--- src/rtl/lpbr_pkg.sv ---
`default_nettype none

package lpbr_pkg;

    localparam int ID_W   = 22;
    localparam int BYTE_W = 8;

    // code of one result word
    typedef enum logic [2:0] {
        KIND_ABSORBED = 3'd0,
        KIND_GRANTED  = 3'd1,
        KIND_REFUSED  = 3'd2,
        KIND_BYTE     = 3'd3,
        KIND_LAST     = 3'd4,
        KIND_EMPTY    = 3'd5
    } t_kind;

    // one signal event as it travels from the queue to the session logic
    typedef struct packed {
        logic            bit_value;
        logic [ID_W-1:0] sender_id;
    } t_item;

endpackage

`default_nettype wire

--- src/rtl/length_prefixed_bit_receiver.sv ---
// Length-prefixed bit receiver.
// Slave stream: one word per signal event, sender id and one data bit.
// The first event while idle opens a session for its sender (granted);
// events of other senders are refused while it is open. The owner's bits,
// lsb first, give a LENGTH_BITS length and then the message bytes.
// Master stream: exactly one result word per accepted event, in order;
// kind in tuser, reply target and byte in tdata.
// Each accepted event waits in the queue; its result is held in the output
// register, which drives tvalid on the master side.
// Throughput: one word per cycle unless the master side stalls, set by the
// session register update in the back end; a two-entry queue is in front.
// Reset (i_rst_n low at a clock edge) empties the queue and the output
// register and closes any session.
// When the master side stalls, the output register holds its word, the
// back end stops, and the queue takes up to two more words before
// o_s_axis_tready drops.
`default_nettype none

module length_prefixed_bit_receiver #(
    parameter int LENGTH_BITS = 32
) (
    input  wire         i_clk,
    input  wire         i_rst_n,
    input  wire         i_s_axis_tvalid,
    output logic        o_s_axis_tready,
    // [21:0] sender_id, [22] bit_value, [23] zero
    input  wire  [23:0] i_s_axis_tdata,
    output logic        o_m_axis_tvalid,
    input  wire         i_m_axis_tready,
    // [21:0] reply_target, [29:22] data_byte, [31:30] zero
    output logic [31:0] o_m_axis_tdata,
    // [2:0] result_kind
    output logic [2:0]  o_m_axis_tuser
);

    lpbr_pkg::t_item                in_item;
    lpbr_pkg::t_item                q_item;
    logic                           q_valid;
    logic                           q_ready;
    lpbr_pkg::t_kind                kind;
    logic [lpbr_pkg::ID_W-1:0]      target;
    logic [lpbr_pkg::BYTE_W-1:0]    data_byte;

    assign in_item.sender_id = i_s_axis_tdata[21:0];
    assign in_item.bit_value = i_s_axis_tdata[22];

    lpbr_queue u_queue (
        .i_clk       (i_clk),
        .i_rst_n     (i_rst_n),
        .i_in_valid  (i_s_axis_tvalid),
        .o_in_ready  (o_s_axis_tready),
        .i_in_item   (in_item),
        .o_out_valid (q_valid),
        .i_out_ready (q_ready),
        .o_out_item  (q_item)
    );

    lpbr_core #(
        .LENGTH_BITS (LENGTH_BITS)
    ) u_core (
        .i_clk       (i_clk),
        .i_rst_n     (i_rst_n),
        .i_in_valid  (q_valid),
        .o_in_ready  (q_ready),
        .i_in_item   (q_item),
        .o_out_valid (o_m_axis_tvalid),
        .i_out_ready (i_m_axis_tready),
        .o_kind      (kind),
        .o_target    (target),
        .o_byte      (data_byte)
    );

    assign o_m_axis_tdata = {2'b00, data_byte, target};
    assign o_m_axis_tuser = kind;

    // reset leaves no result pending
    a_reset_clears: assert property (@(posedge i_clk)
        !i_rst_n |=> !o_m_axis_tvalid)
        else $error("result valid right after reset");

    // only byte results carry a byte
    a_byte_only: assert property (@(posedge i_clk) disable iff (!i_rst_n)
        (o_m_axis_tvalid && kind != lpbr_pkg::KIND_BYTE && kind != lpbr_pkg::KIND_LAST)
        |-> (data_byte == '0))
        else $error("data byte set on a non-byte result");

    // only grant and refusal carry a reply target
    a_target_only: assert property (@(posedge i_clk) disable iff (!i_rst_n)
        (o_m_axis_tvalid && kind != lpbr_pkg::KIND_GRANTED
            && kind != lpbr_pkg::KIND_REFUSED)
        |-> (target == '0))
        else $error("reply target set on a data result");

    // a queued event is taken whenever the output register is free
    a_drain: assert property (@(posedge i_clk) disable iff (!i_rst_n)
        (q_valid && !o_m_axis_tvalid) |=> o_m_axis_tvalid)
        else $error("back end did not take a queued event");

endmodule

`default_nettype wire

--- src/rtl/lpbr_queue.sv ---
`default_nettype none

// two-entry queue between the input channel and the session logic
module lpbr_queue (
    input  wire                 i_clk,
    input  wire                 i_rst_n,
    input  wire                 i_in_valid,
    output logic                o_in_ready,
    input  lpbr_pkg::t_item     i_in_item,
    output logic                o_out_valid,
    input  wire                 i_out_ready,
    output lpbr_pkg::t_item     o_out_item
);

    lpbr_pkg::t_item r_mem [2];
    logic            r_wr_ptr;
    logic            r_rd_ptr;
    logic [1:0]      r_count;
    logic            n_wr_ptr;
    logic            n_rd_ptr;
    logic [1:0]      n_count;
    logic            push;
    logic            pop;

    assign o_in_ready  = (r_count != 2'd2);
    assign o_out_valid = (r_count != 2'd0);
    assign o_out_item  = r_mem[r_rd_ptr];
    assign push        = i_in_valid && o_in_ready;
    assign pop         = o_out_valid && i_out_ready;

    always_comb begin
        n_wr_ptr = push ? ~r_wr_ptr : r_wr_ptr;
        n_rd_ptr = pop ? ~r_rd_ptr : r_rd_ptr;
        n_count  = r_count;
        if (push && !pop) begin
            n_count = r_count + 2'd1;
        end else if (pop && !push) begin
            n_count = r_count - 2'd1;
        end
    end

    always_ff @(posedge i_clk) begin
        if (!i_rst_n) begin
            r_wr_ptr <= 1'b0;
            r_rd_ptr <= 1'b0;
            r_count  <= 2'd0;
        end else begin
            r_wr_ptr <= n_wr_ptr;
            r_rd_ptr <= n_rd_ptr;
            r_count  <= n_count;
        end
    end

    always_ff @(posedge i_clk) begin
        if (push) begin
            r_mem[r_wr_ptr] <= i_in_item;
        end
    end

endmodule

`default_nettype wire

--- src/rtl/lpbr_core.sv ---
`default_nettype none

// session state, header and byte assembly, registered result
module lpbr_core #(
    parameter int LENGTH_BITS = 32
) (
    input  wire                          i_clk,
    input  wire                          i_rst_n,
    input  wire                          i_in_valid,
    output logic                         o_in_ready,
    input  lpbr_pkg::t_item              i_in_item,
    output logic                         o_out_valid,
    input  wire                          i_out_ready,
    output lpbr_pkg::t_kind              o_kind,
    output logic [lpbr_pkg::ID_W-1:0]    o_target,
    output logic [lpbr_pkg::BYTE_W-1:0]  o_byte
);

    localparam int HDR_W = $clog2(LENGTH_BITS);
    localparam logic [HDR_W-1:0] HDR_LAST = HDR_W'(LENGTH_BITS - 1);

    logic                         r_open;
    logic [lpbr_pkg::ID_W-1:0]    r_owner;
    logic                         r_in_hdr;
    logic [LENGTH_BITS-1:0]       r_len;
    logic [HDR_W-1:0]             r_hdr_cnt;
    logic [2:0]                   r_bit_cnt;
    logic [LENGTH_BITS-1:0]       r_bytes;
    logic [lpbr_pkg::BYTE_W-1:0]  r_part;

    logic                         n_open;
    logic [lpbr_pkg::ID_W-1:0]    n_owner;
    logic                         n_in_hdr;
    logic [LENGTH_BITS-1:0]       n_len;
    logic [HDR_W-1:0]             n_hdr_cnt;
    logic [2:0]                   n_bit_cnt;
    logic [LENGTH_BITS-1:0]       n_bytes;
    logic [lpbr_pkg::BYTE_W-1:0]  n_part;

    logic                         r_out_valid;
    lpbr_pkg::t_kind              r_kind;
    logic [lpbr_pkg::ID_W-1:0]    r_target;
    logic [lpbr_pkg::BYTE_W-1:0]  r_byte;

    lpbr_pkg::t_kind              res_kind;
    logic [lpbr_pkg::ID_W-1:0]    res_target;
    logic [lpbr_pkg::BYTE_W-1:0]  res_byte;
    logic [lpbr_pkg::BYTE_W-1:0]  full_byte;
    logic                         fire;
    logic                         close;

    assign o_in_ready = !r_out_valid || i_out_ready;
    assign fire       = i_in_valid && o_in_ready;
    assign full_byte  = {i_in_item.bit_value, r_part[lpbr_pkg::BYTE_W-1:1]};

    always_comb begin
        n_open     = r_open;
        n_owner    = r_owner;
        n_in_hdr   = r_in_hdr;
        n_len      = r_len;
        n_hdr_cnt  = r_hdr_cnt;
        n_bit_cnt  = r_bit_cnt;
        n_bytes    = r_bytes;
        n_part     = r_part;
        res_kind   = lpbr_pkg::KIND_ABSORBED;
        res_target = '0;
        res_byte   = '0;
        close      = 1'b0;
        if (!r_open) begin
            // opening event: its bit is dropped
            close      = 1'b1;
            res_kind   = lpbr_pkg::KIND_GRANTED;
            res_target = i_in_item.sender_id;
        end else if (i_in_item.sender_id != r_owner) begin
            res_kind   = lpbr_pkg::KIND_REFUSED;
            res_target = i_in_item.sender_id;
        end else if (r_in_hdr) begin
            // lsb first: shift in from the top
            n_len     = {i_in_item.bit_value, r_len[LENGTH_BITS-1:1]};
            n_hdr_cnt = r_hdr_cnt + HDR_W'(1);
            if (r_hdr_cnt == HDR_LAST) begin
                n_in_hdr = 1'b0;
                if (n_len == '0) begin
                    close    = 1'b1;
                    res_kind = lpbr_pkg::KIND_EMPTY;
                end
            end
        end else begin
            n_part    = full_byte;
            n_bit_cnt = r_bit_cnt + 3'd1;
            if (r_bit_cnt == 3'd7) begin
                res_byte = full_byte;
                n_part   = '0;
                n_bytes  = r_bytes + LENGTH_BITS'(1);
                if (n_bytes == r_len) begin
                    close    = 1'b1;
                    res_kind = lpbr_pkg::KIND_LAST;
                end else begin
                    res_kind = lpbr_pkg::KIND_BYTE;
                end
            end
        end
        if (close) begin
            n_open    = !r_open;
            n_owner   = r_open ? '0 : i_in_item.sender_id;
            n_in_hdr  = 1'b1;
            n_len     = '0;
            n_hdr_cnt = '0;
            n_bit_cnt = '0;
            n_bytes   = '0;
            n_part    = '0;
        end
    end

    always_ff @(posedge i_clk) begin
        if (!i_rst_n) begin
            r_open    <= 1'b0;
            r_owner   <= '0;
            r_in_hdr  <= 1'b1;
            r_len     <= '0;
            r_hdr_cnt <= '0;
            r_bit_cnt <= '0;
            r_bytes   <= '0;
            r_part    <= '0;
        end else if (fire) begin
            r_open    <= n_open;
            r_owner   <= n_owner;
            r_in_hdr  <= n_in_hdr;
            r_len     <= n_len;
            r_hdr_cnt <= n_hdr_cnt;
            r_bit_cnt <= n_bit_cnt;
            r_bytes   <= n_bytes;
            r_part    <= n_part;
        end
    end

    always_ff @(posedge i_clk) begin
        if (!i_rst_n) begin
            r_out_valid <= 1'b0;
        end else if (fire) begin
            r_out_valid <= 1'b1;
        end else if (i_out_ready) begin
            r_out_valid <= 1'b0;
        end
    end

    always_ff @(posedge i_clk) begin
        if (fire) begin
            r_kind   <= res_kind;
            r_target <= res_target;
            r_byte   <= res_byte;
        end
    end

    assign o_out_valid = r_out_valid;
    assign o_kind      = r_kind;
    assign o_target    = r_target;
    assign o_byte      = r_byte;

endmodule

`default_nettype wire

--- config.mk ---
export PLATFORM = sky130hd
export DESIGN_NAME = length_prefixed_bit_receiver
export DESIGN_NICKNAME = d
export VERILOG_FILES = /design/src/rtl/lpbr_pkg.sv /design/src/rtl/length_prefixed_bit_receiver.sv /design/src/rtl/lpbr_queue.sv /design/src/rtl/lpbr_core.sv
export SDC_FILE = /design/constraint.sdc
export NUM_CORES = 1
export LEC_CHECK = 0
export ABC_AREA = 1
export BUFFER_PORTS_ARGS = -buffer_cell sky130_fd_sc_hd__buf_2
export CAP_MARGIN = 20
export CORE_UTILIZATION = 40
export DETAILED_ROUTE_END_ITERATION = 10
export PLACE_DENSITY = 0.64
export SYNTH_ARGS = -nofsm -noshare
export SYNTH_HDL_FRONTEND = slang
export SYNTH_HIERARCHICAL = 1
export SYNTH_SLANG_ARGS = --single-unit
export TNS_END_PERCENT = 20
--- constraint.sdc ---
create_clock -name i_clk -period 3.75 [get_ports i_clk]
set_clock_uncertainty 0.1 [all_clocks]
set_input_delay 0.1875 -clock i_clk [delete_from_list [all_inputs] [get_ports i_clk]]
set_output_delay 0.1875 -clock i_clk [all_outputs]
set_load 0.02 [all_outputs]
==> out/qor.yml <==
detail-route-antenna-nets: 0
synth_edf_count: 79
ys_types: 38
dr.first_iter.drc_count: 518
dominantRegCellSynth: "dfxtp_1"
cts_sinks: 188
avgSynthCellArea_um2: 7.52
synth_cells: 1250
fmax_mhz: 288
post_cts_buffers: 0
path_cells: "mux2_2, inv_1, nor2_1, nor4_1, nand3_1, nor3_1, nand3_1, nand2_1, nand2_1, inv_1, nand2_4, nor2_2, buf_4, nand2_1, a21oi_1"
cts_buffers: 17
syn_area_mm2: 0.00940
r2r_slack_ns: 0.28
grt_pass1_wl_mm: 37.5
rows: 55
nNetsFinal: 1371
cp_common_cell: "nand2_1"
ys_seq_area_share_pct: 48.4
gp_congestion: 0.883
drive_gt1_share_pct: 13.3
crit_arrival_ns: 3.75
fillers: 2254
dieArea_mm2: 0.0241
ys_ff_latch: 188
period_needed_ns: 3.47
maxCapViolCount: 0
wire_per_inst_um: 13.9
vdd_drop_max_mv: 0.437
setup_tns_ns: 0
worst_path_dominant_cell_family: "simple AND/OR/NAND/NOR gates"
drc: 0
ioPinCount: 65
grt_max_degree: 48
status: "completed"
fin_crit_sh_pct: 92.6
setup_viol: 0
cts_root_buf: "clkbuf_16"
cts.path.max_buffers: 2
die_w_um: 155
endpoint_kind: "register"
clk_latency_ns: 0.45
hold_viol: 0
cts_tree: "yes"
cts_max_level: 4
hp-class: "input port to register"
synthArstFlopShare_pct: 0
ys_warn_count: 6
dp_hpwl_mm: 15.6
critPathSlowestCell: "dfxtp_1"
critPathMaxStageDelay_ns: 0.55
path_max_fanout: 22
grt_pass1_vias: 7483
clk_pin_slew_ns: 0.08
num_vias: 8162
final_util_pct: 48.1
criticalPathCategory: "register to register"
power.density_mw_per_mm2: 885
rsz0062_at_grt: "no"
gr-usage-all-layers_pct: 20.0
cp.required_ns: 4.03
port_buffers: 61
p_leak_nw: 4.72
start_kind: "register"
area_growth_pct: 16.9
routed_wl_mm: 23.1
grt_antenna_before_repair: 1
crit_buf_inv: 3
grt_overflow: 0
die_y_um: 155
r2r_end: "u_core/r_owner[14]"
diodes: 0
crit_cells: 15
viasPerCell: 4.91
firstDrtPassIters: 5
start_util_pct: 41.1
drv_slew: 0
endpoint: "u_core/r_owner[14]"
ff2ff_path_depth: 15
core_area_mm2: 0.0228
-- routing by layer --
layer  wire length, µm  track usage, %  share of wire, %
met1             11200            27.4                48
met3              1240            3.54               5.3
met4               314            6.12               1.4
met2             10400            32.2                45
met5                 0               0                 0
-- Yosys cell counts (2+ instances only) --
| cell type | n | area [µm²] |
|---|---|---|
| nor2_2 | 11 | 68.8 |
| buf_2 | 11 | 55.1 |
| nor2_1 | 222 | 833 |
| nand3b_1 | 2 | 15.0 |
| and2_1 | 3 | 18.8 |
| inv_1 | 139 | 522 |
| clkinv_1 | 4 | 15.0 |
| o21a_1 | 2 | 15.0 |
| mux2_2 | 23 | 259 |
| dfxtp_1 | 109 | 2180 |
| nor3_1 | 3 | 15.0 |
| o21ai_1 | 7 | 35.0 |
| inv_2 | 5 | 18.8 |
| nand2_4 | 3 | 33.8 |
| or2_2 | 2 | 12.5 |
| o21ai_0 | 47 | 235 |
| nand3_1 | 103 | 515 |
| edfxtp_1 | 79 | 2370 |
| xor2_1 | 6 | 52.6 |
| nor4_1 | 6 | 37.5 |
| nand4_1 | 25 | 156 |
| nand2_1 | 344 | 1290 |
| nor2_4 | 4 | 45.0 |
| ha_1 | 6 | 75.1 |
| a21oi_1 | 38 | 190 |
| xnor2_1 | 4 | 35.0 |
| clkbuf_1 | 19 | 71.3 |
| nand2_2 | 6 | 37.5 |
| buf_6 | 5 | 56.3 |
| xnor3_1 | 2 | 45.0 |
| buf_4 | 3 | 22.5 |
-- worst min-delay path by stage --
| stage | start | to | cells after the start |
|---|---|---|---|
| after floorplan | i_s_axis_tdata[0] | u_queue/r_mem[0][0] | 0 |
| after global placement | i_s_axis_tdata[17] | u_queue/r_mem[0][17] | 1 |
| after detailed placement | i_s_axis_tdata[11] | u_queue/r_mem[1][11] | 1 |
| after CTS | i_rst_n | u_core/r_hdr_cnt[1] | 3 |
| after global routing | i_rst_n | u_core/r_owner[2] | 3 |
| final | i_rst_n | u_core/r_hdr_cnt[1] | 3 |
-- cell type report --
type	instances	area, µm²	area share (%)
repair buffers	106	707	6.43
well taps	313	392	3.56
clock inverters	15	240	2.19
clock buffers	17	425	3.87
flip-flops and latches	188	4550	41.4
inverters	148	559	5.09
multi-input cells	876	4110	37.4
-- power by group --
| group | internal [mW] | total (mW) | switching, mW |
|---|---|---|---|
| combinational | 1.43 | 4.29 | 2.86 |
| clock | 0.972 | 2.01 | 1.04 |
| sequential | 2.92 | 3.43 | 0.507 |
| total | 5.32 | 9.73 | 4.41 |
-- through the flow --
step | setup WS, ns | std cells | area, µm² | power [mW] | hold slack (ns)
global route | 0.0298 | 1663 | 11000 | 10.5 | 0.0818
detailed placement | 0.251 | 1607 | 10100 | 7.67 | 0.279
finish | 0.278 | 1663 | 11000 | 9.73 | 0.0557
global placement | 0.256 | 1607 | 10100 | 7.61 | 0.276
floorplan | 0.802 | 1251 | 9400 | 6.52 | 0.186
CTS | 0.211 | 1663 | 11000 | 9.73 | 0.0460
-- state kept, by name (all words and copies together), names as in the netlist, 3 cells and up, named ones only --
signal	count
u_core/r_hdr_cnt	5
u_queue/r_mem	46
u_core/o_target	22
u_core/o_kind	3
u_core/r_bit_cnt	3
u_core/o_byte	8
u_core/r_len	32
u_core/r_part	7
u_core/r_bytes	32
u_core/r_owner	22
-- cell families (layout without fill, tap and decap cells) --
| group | Yosys count | in the layout | share of synthesized area (%) |
|---|---|---|---|
| AOI/OAI and AO/OA | 97 | 97 | 5.32 |
| xor gates and xnor gates | 12 | 12 | 1.41 |
| adders and majority gates | 6 | 6 | 0.799 |
| buffers and inverters | 187 | 286 | 8.13 |
| DFF | 188 | 188 | 48.4 |
| muxes | 23 | 23 | 2.76 |
| other | 1 | 2 | 0.0399 |
| and+or+nand+nor | 736 | 736 | 33.1 |
-- worst reg2reg max path, stage by stage, from the launching register on --
cell,delay (ns)
dfxtp_1,0.55
mux2_2,0.41
inv_1,0.07
nor2_1,0.04
nor4_1,0.34
nand3_1,0.13
nor3_1,0.31
nand3_1,0.19
nand2_1,0.19
nand2_1,0.11
inv_1,0.21
nand2_4,0.14
nor2_2,0.12
buf_4,0.27
nand2_1,0.10
a21oi_1,0.13
-- cell usage in the layout (no fill, tap or decap), drive strengths merged --
cell type	n
nand2	353
nor2	238
inv	157
dfxtp	109
nand3	104
buf	82
edfxtp	79
o21ai	55
a21oi	39
nand4	25
dlygate4sd3	24
mux2	23
clkbuf	17
xor2	6
ha	6
nor4	6
clkinv	5
xnor2	4
nor3	3
and2	3
conb	2
o21a	2
or2	2
xnor3	2
nand3b	2
o211ai	1
clkinvlp	1
-- repair_timing --
item / CTS / global route
resized for setup: 0 / 5
setup endpoints to repair: 0 / 85
endpoints found under the hold margin: 47 / 0
hold buffers: 24 / 0
No activity file was read; power rests on OpenSTA's default activity.
